[src/hdl/triangle_scanline_span_generator_unit_macros.svh]
// ---------------------------------------------------------------------------
// Assertion macros for the triangle span generator
// ---------------------------------------------------------------------------
`ifndef TRIANGLE_SCANLINE_SPAN_GENERATOR_UNIT_MACROS_SVH
`define TRIANGLE_SCANLINE_SPAN_GENERATOR_UNIT_MACROS_SVH
// implication checked on every clock edge outside reset
`define TSSG_ASSERT_IMP(label, clk, rst, pre, post, msg) \
  label: assert property (@(posedge clk) disable iff (rst) (pre) |-> (post)) else $error(msg);
// implication whose consequent is checked in the cycle after the antecedent
`define TSSG_ASSERT_NEXT(label, clk, rst, pre, post, msg) \
  label: assert property (@(posedge clk) disable iff (rst) (pre) |=> (post)) else $error(msg);
`endif

[src/hdl/tssg_pkg.sv]
// ---------------------------------------------------------------------------
// tssg_pkg
// Shared types and constants of the triangle span generator.
// ---------------------------------------------------------------------------
package tssg_pkg;
  localparam int CoordW = 20;
  localparam int PixW   = 16;

  localparam logic [1:0] REG_SCALE  = 2'd0;
  localparam logic [1:0] REG_OFFSET = 2'd1;
  localparam logic [1:0] REG_WIDTH  = 2'd2;
  localparam logic [1:0] REG_HEIGHT = 2'd3;

  // controller to datapath
  typedef struct packed {
    logic       load;      // capture triangle
    logic       map_step;  // map one coordinate (index in map_idx)
    logic [2:0] map_idx;
    logic       sort;      // sort mapped vertices
    logic       row_init;  // set first row
    logic       edge_start;// start one edge division
    logic       edge_sel;  // 0: left edge, 1: right edge
    logic [1:0] half;      // 1 upper, 2 lower
    logic       emit;      // build span into output register
    logic       row_next;  // advance row
  } ctl_cmd_t;

  // datapath to controller
  typedef struct packed {
    logic div_done;
    logic rows_left;  // current row within current half
    logic lower_ok;   // lower half exists
    logic row_limit;  // span count reached cap
    logic last_in_tri;// this row is the last of the triangle
  } ctl_sts_t;
endpackage

[src/hdl/tssg_control.sv]
// ---------------------------------------------------------------------------
// tssg_control
// Sequencer: map, sort, then per row a left and a right edge evaluation and a span.
// ---------------------------------------------------------------------------
`include "triangle_scanline_span_generator_unit_macros.svh"
module tssg_control (
  input  logic               clk,
  input  logic               rst,
  input  logic               in_valid,
  output logic               in_stall,
  output logic               out_valid,
  input  logic               out_stall,
  output logic               last_span,
  output tssg_pkg::ctl_cmd_t cmd,
  input  tssg_pkg::ctl_sts_t sts
);
  localparam logic [3:0] S_IDLE  = 4'd0;
  localparam logic [3:0] S_MAP   = 4'd1;
  localparam logic [3:0] S_SORT  = 4'd2;
  localparam logic [3:0] S_INIT  = 4'd3;
  localparam logic [3:0] S_ROW   = 4'd4;
  localparam logic [3:0] S_LEFT  = 4'd5;
  localparam logic [3:0] S_WL    = 4'd6;
  localparam logic [3:0] S_RIGHT = 4'd7;
  localparam logic [3:0] S_WR    = 4'd8;
  localparam logic [3:0] S_EMIT  = 4'd9;
  localparam logic [3:0] S_HOLD  = 4'd10;

  logic [3:0] state, state_next;
  logic [3:0] mcnt;
  logic [1:0] half;
  logic       last_r;

  assign in_stall = (state != S_IDLE);

  always_comb begin
    cmd            = '0;
    cmd.half       = half;
    cmd.load       = (state == S_IDLE) && in_valid;
    cmd.map_step   = (state == S_MAP) && (mcnt < 4'd6);
    cmd.map_idx    = mcnt[2:0];
    cmd.sort       = (state == S_SORT);
    cmd.row_init   = (state == S_INIT);
    cmd.edge_start = (state == S_LEFT) || (state == S_RIGHT);
    cmd.edge_sel   = (state == S_RIGHT) || (state == S_WR) || (state == S_HOLD);
    cmd.emit       = (state == S_HOLD);
    cmd.row_next   = (state == S_EMIT) && !out_stall;
  end

  always_comb begin
    state_next = state;
    unique case (state)
      S_IDLE:  if (in_valid) state_next = S_MAP;
      S_MAP:   if (mcnt == 4'd7) state_next = S_SORT;
      S_SORT:  state_next = S_INIT;
      S_INIT:  state_next = S_ROW;
      S_ROW: begin
        if (sts.row_limit) state_next = S_IDLE;
        else if (sts.rows_left) state_next = S_LEFT;
        else if (half == 2'd1 && sts.lower_ok) state_next = S_ROW;
        else state_next = S_IDLE;
      end
      S_LEFT:  state_next = S_WL;
      S_WL:    if (sts.div_done) state_next = S_RIGHT;
      S_RIGHT: state_next = S_WR;
      S_WR:    if (sts.div_done) state_next = S_HOLD;
      S_HOLD:  state_next = S_EMIT;
      S_EMIT:  if (!out_stall) state_next = S_ROW;
      default: state_next = S_IDLE;
    endcase
  end

  // state, map counter, half and last flag
  always_ff @(posedge clk) begin
    if (rst) begin
      state  <= S_IDLE;
      mcnt   <= '0;
      half   <= 2'd0;
      last_r <= 1'b0;
    end else begin
      state <= state_next;
      if (state == S_IDLE) mcnt <= '0;
      else if (state == S_MAP) mcnt <= mcnt + 4'd1;
      if (state == S_INIT) half <= 2'd1;
      else if (state == S_ROW && !sts.rows_left && half == 2'd1) half <= 2'd2;
      else if (state_next == S_IDLE) half <= 2'd0;
      if (state == S_HOLD) last_r <= sts.last_in_tri;
    end
  end

  assign out_valid = (state == S_EMIT);
  assign last_span = last_r;

  `TSSG_ASSERT_IMP(a_stall_busy, clk, rst, state != S_IDLE, in_stall,
    "input taken while busy")
  `TSSG_ASSERT_NEXT(a_hold_span, clk, rst, out_valid && out_stall, out_valid,
    "span dropped under stall")
  `TSSG_ASSERT_IMP(a_emit_half, clk, rst, out_valid, half == 2'd1 || half == 2'd2,
    "span outside a half")
endmodule
[config.mk]
export PLATFORM = sky130hd
export DESIGN_NAME = tssg_control
export DESIGN_NICKNAME = d
export VERILOG_FILES = /design/src/hdl/tssg_pkg.sv /design/src/hdl/tssg_control.sv
export VERILOG_INCLUDE_DIRS = /design/src /design/src/hdl
export SDC_FILE = /design/constraint.sdc
export NUM_CORES = 1
export LEC_CHECK = 0
export BUFFER_PORTS_ARGS = -buffer_cell sky130_fd_sc_hd__buf_2
export CAP_MARGIN = 20
export CORE_MARGIN = 2
export CORE_UTILIZATION = 40
export CTS_BUF_LIST = sky130_fd_sc_hd__clkbuf_2
export CTS_CLUSTER_DIAMETER = 50
export CTS_CLUSTER_SIZE = 20
export DETAILED_ROUTE_END_ITERATION = 10
export HOLD_SLACK_MARGIN = 0.05
export PLACE_DENSITY_LB_ADDON = 0.12
export SETUP_SLACK_MARGIN = 0.02
export SLEW_MARGIN = 20
export SYNTH_ARGS = -nofsm -noshare
export SYNTH_HDL_FRONTEND = slang
export SYNTH_SLANG_ARGS = --single-unit
[constraint.sdc]
create_clock -name clk -period 2 [get_ports clk]
set_clock_uncertainty 0.05 [all_clocks]
set_input_delay 0.4 -clock clk [delete_from_list [all_inputs] [get_ports clk]]
set_output_delay 0.4 -clock clk [all_outputs]
set_load 0.05 [all_outputs]
==> results of run 1 <==
[worst min-delay path by stage]
stage                                  end  slack, ns  cells after the start
finish              last_span$_SDFFE_PP0P_       0.34                      3
global route        last_span$_SDFFE_PP0P_       0.32                      3
CTS                 last_span$_SDFFE_PP0P_       0.32                      3
detailed placement  last_span$_SDFFE_PP0P_       0.41                      2
global placement    last_span$_SDFFE_PP0P_       0.41                      2
floorplan             mcnt[3]$_SDFFE_PP0P_       0.44                      2
[layout by cell type (no fill, tap or decap), types with 2 or more instances in the layout]
cell type  count
a21oi_1        8
xnor2_1        2
dfxtp_4        2
dfxtp_2        2
nand2b_1       5
nor3_1         2
nand2_1        6
o21ai_0        2
nand3b_1       2
nor3_4         2
and3_1         2
buf_2         21
inv_1          4
mux2i_1        2
dfxtp_1        7
xor2_1         2
clkbuf_2       4
nor2_1        13
buf_4          5
[flip-flops by register name, summed over array words and instances, names as in the netlist]
register   cells
half           2
mcnt           4
state          4
last_span      1
[metrics by stage]
| stage | std cells | hold WS, ns | TNS, ns | instance area (um^2) |
|---|---|---|---|---|
| after floorplan | 91 | 0.443 | -0.0174 | 779 |
| after global placement | 134 | 0.414 | 0 | 882 |
| after detailed placement | 134 | 0.415 | 0 | 882 |
| after CTS | 138 | 0.320 | 0 | 912 |
| after global routing | 138 | 0.315 | 0 | 928 |
| final | 138 | 0.337 | 0 | 928 |
[power breakdown]
group          switching (mW)  internal, mW
clock                  0.0670        0.0531
sequential            0.00757         0.220
combinational          0.0510        0.0334
total                   0.126         0.307
[what timing repair did]
| item | in CTS | in global routing |
|---|---|---|
| gates resized for setup | 5 | 6 |
| cloned | 0 | 0 |
| hold endpoints to repair | 0 | 0 |
| endpoints found under the setup margin | 5 | 4 |
| hold buffers | 0 | 0 |
[final cells by class]
type / instances / area (um^2)
Fill cell: 191 / 836
Sequential cell: 11 / 230
Tap cell: 25 / 31.3
Timing Repair Buffer: 27 / 150
Clock buffer: 4 / 20.0
Inverter: 4 / 15.0
Multi-Input combinational cell: 67 / 482
[routing by layer]
| metal | track usage, % | share of wire, % | vias up | wire length, um |
|---|---|---|---|---|
| met5 | 0 | 0 | - | 0 |
| met4 | 3.24 | 0 | 0 | 0 |
| met3 | 7.92 | 7.3 | 0 | 113 |
| met2 | 25.6 | 43 | 22 | 667 |
| met1 | 21.9 | 50 | 300 | 770 |
| li1 | - | - | 359 | - |
[cells by family (layout without fill, tap and decap cells)]
group / after synthesis / in the layout / share of synthesized area [%]
mux: 2 / 2 / 2.60
xor+xnor: 4 / 4 / 4.55
compound gates: 17 / 17 / 18.3
flops: 11 / 11 / 28.6
fa+ha+maj: 1 / 1 / 1.62
buf+inv: 13 / 35 / 11.2
simple gates: 43 / 43 / 33.1
[critical path: stages (launching register included)]
cell	delay [ns]
dfxtp_2	0.38
buf_4	0.16
nor2_1	0.14
and3_1	0.26
buf_4	0.23
==> results.ini, run 1 <==
[floorplan]
rows=15
start_util_pct=43.7
io_pins=25
core_area_um2=1760
fp.dieW_um=47.9
die_area_um2=2290
die_height_um=47.9

[critical_path]
crit_arrival_ns=1.42
r2r-start=state[2]$_SDFF_PP0_
startpoint=state[3]$_SDFF_PP0_
rr_worst_depth=4
crit_end=cmd[6]
cp.required_ns=1.55
worstSetupPathType=reg2out
path_max_fanout=8
start_kind=flip-flop
cp-end-kind=primary output
r2r_slack_ns=0.28
r2r-end=half[1]$_SDFFE_PP0P_

[detailed_routing]
route.detailed.drc=0
drt-initial-drc-count=3
ant_nets=0
wl_per_cell_um=11.2
routed_wl_um=1550
vias=681
dr.pass1.iters=4
via_per_inst=4.93

[clocking]
clock_path_buffers=2
cts_tree=built
postCtsSetupBuffers=0
clk_latency_ns=0.24
clock_sinks=11
cts.htree.levels=1
cts.clk_slew.worst_paths_ns=0.10
clock-root-buffer=clkbuf_2
cts_buffers=3

[placement]
port-buffer-count=24
dp_worst_setup_slack_ns=0.158
hpwlAfterDp_um=1240
gp_congestion=0.808

[grt]
grt_usage_pct=16.8
antenna_found_initial=0
grt_overflow=0
grt_pass1_vias=585
grt_pass1_wl_um=2580
grt_max_degree=16

[cells_and_area]
fin_util_pct=52.6
drive_above_1_share_pct=42.5
final_nets=124
num_antenna_cells=0
area_delta_synth_final_pct=20.5

[logic_synthesis]
synth_most_common_cell=nor2_1
ys.flop_type=dfxtp_1
avgSynthCellArea_um2=8.47
synth_common_cells=14 x nor2_1, 11 x dfxtp_1, 8 x a21oi_1
synth_area_um2=771
yosysUniqueCellTypes=34
synth_edf_count=0
yosys_warnings=0
syn-instance-count=91
synth_seq_area_share_pct=28.6
synthArstFlopShare_pct=0
synth.area.top_cells=dfxtp_1 29%, nor2_1 6.8%, buf_4 5.8%, a21oi_1 5.2%, nand2b_1 4.9%
synth_seq_cells=11
yosysTopAreaCell=dfxtp_1
synth_top_cell_area_share_pct=28.6
synth_nets=101

[power]
p_leak_nw=0.375
total_power_mw=0.432
ir_worst_vdd_uv=321
powerDensity_nw_per_um2=466

[flow_run]
maxCapViolations=0

[sta]
fin_ws_ns=0.127
setup_viol=0
rsz0062_at_grt=false
max_freq_ghz=0.534
relSlewSlack_pct=76.4
min_period_ns=1.87
worst_slew_pin_slew_ns=0.351
fin_crit_sh_pct=93.6
slew_violations=0
hold_violations=0

[hold_path]
worstHoldStart=sts[0]
hp-class=in2reg

[run_status]
status=complete, no violations

Note: power is estimated with default switching activity, not from simulation.
==> run 2, diff against run 1 <==
Settings changed: BUFFER_PORTS_ARGS -buffer_cell sky130_fd_sc_hd__buf_2 to not set, DONT_BUFFER_PORTS set to 1.
==> run 2 against run 1 <==
Die area is the same. Critical path type unchanged. Clock power grew 7%. First-iteration DRC count grew to 3.3 times the previous value. Via count shrank 3.2%. Worst setup slack lost 0.017 ns. Sequential cell count is the same. Total power grew 1.1%. Non-clock buffer count shrank 10.
==> results.ini, run 2 (synthesis gave the netlist of run 1 again) <==
[run_status]
status=complete, no violations

[flow_run]
maxCapViolations=0

[floorplan]
core_area_um2=1760
start_util_pct=43.7
fp.dieW_um=47.9
die_area_um2=2290
die_height_um=47.9
io_pins=25
rows=15

[grt]
grt_pass1_wl_um=2930
grt_usage_pct=18.4
grt_max_degree=12
grt_overflow=0
antenna_found_initial=0
grt_pass1_vias=685

[sta]
relSlewSlack_pct=61.8
rsz0062_at_grt=false
hold_violations=0
fin_setup_tns_ns=0
fin_ws_ns=0.111
slew_violations=0
max_freq_ghz=0.529
worst_slew_pin_slew_ns=0.572
setup_viol=0
fin_crit_sh_pct=94.5
min_period_ns=1.89

[critical_path]
cp.required_ns=1.55
path_max_fanout=8
start_kind=flip-flop
cp-end-kind=primary output
crit_arrival_ns=1.44
worstSetupPathType=reg2out

[cells_and_area]
mostFrequentLayoutCells=14 x buf_4, 12 x nor2_1, 9 x dfxtp_1
num_antenna_cells=0
final_nets=114
fin_util_pct=53.0
drive_above_1_share_pct=38.8
final_common_cell=buf_4
area_delta_synth_final_pct=21.3
reg_top3=mcnt x4, state x4, half x2

[clocking]
hold_buffers=0
cts_buffers=3
cts.htree.levels=1
clock_sinks=11
clock-root-buffer=clkbuf_2
clock_path_buffers=2
cts.clk_slew.worst_paths_ns=0.11
cts_tree=built
clk_latency_ns=0.26

[power]
powerDensity_nw_per_um2=467
total_power_mw=0.437
p_leak_nw=0.339
ir_worst_vdd_uv=299

[placement]
gp_congestion=0.834
dp_worst_setup_slack_ns=0.194
port-buffer-count=0
hpwlAfterDp_um=1380

[detailed_routing]
drt-initial-drc-count=10
routed_wl_um=1770
via_per_inst=5.15
vias=659
route.detailed.drc=0
ant_nets=0
dr.pass1.iters=4
wl_per_cell_um=13.8

[hold_path]
hp-class=in2reg

[run 2: cell types whose count changed in the layout (fill, tap and decap cells not counted), sizes merged]
| cell | before | now |
|---|---|---|
| clkbuf | 5 | 4 |
| buf | 26 | 17 |
[run 2: area by class of cell]
type                            count  area, um^2
Inverter                            4        15.0
Sequential cell                    11         223
Fill cell                         188         830
Clock buffer                        4        20.0
Multi-Input combinational cell     67         489
Tap cell                           25        31.3
Timing Repair Buffer               17         156
[run 2: path summary, 6_finish.rpt]
check	start	cells past startpoint	end	slack, ns
max	state[1]$_SDFF_PP0_	4	cmd[11]	0.11
min	rst	1	half[1]$_SDFFE_PP0P_	0.13
max reg2reg	state[0]$_SDFF_PP0_	6	half[1]$_SDFFE_PP0P_	0.20
min reg2reg	mcnt[3]$_SDFFE_PP0P_	2	mcnt[3]$_SDFFE_PP0P_	0.52
[run 2: stage by stage]
stage	area (um^2)	hold WS, ns	cells
2_1_floorplan	779	0.443	91
3_3_place_gp	892	0.416	124
3_5_place_dp	892	0.418	124
4_1_cts	917	0.123	128
5_1_grt	935	0.110	128
6_report	935	0.134	128
[run 2: layer usage]
layer | share of wire [%] | track usage [%]
met2 | 46 | 29.1
met3 | 8.4 | 6.79
met1 | 45 | 23.4
met5 | 0 | 0
met4 | 0.57 | 5.41
[run 2: power breakdown]
group / switching (mW) / internal (mW)
registers: 0.00534 / 0.222
logic: 0.0476 / 0.0331
clock network: 0.0759 / 0.0531
[run 2: timing repair]
| action | CTS | global route |
|---|---|---|
| gates cloned | 0 | 0 |
| setup endpoints to repair | 4 | 3 |
| endpoints found under the hold margin | 0 | 0 |
| gates resized for setup | 3 | 6 |
| setup buffers | 0 | 0 |
[run 2: worst max-delay path, cell delays in order (launching register included)]
cell	delay (ns)
dfxtp_1	0.40
nand2b_2	0.26
nor3_4	0.19
and2_4	0.20
buf_12	0.13
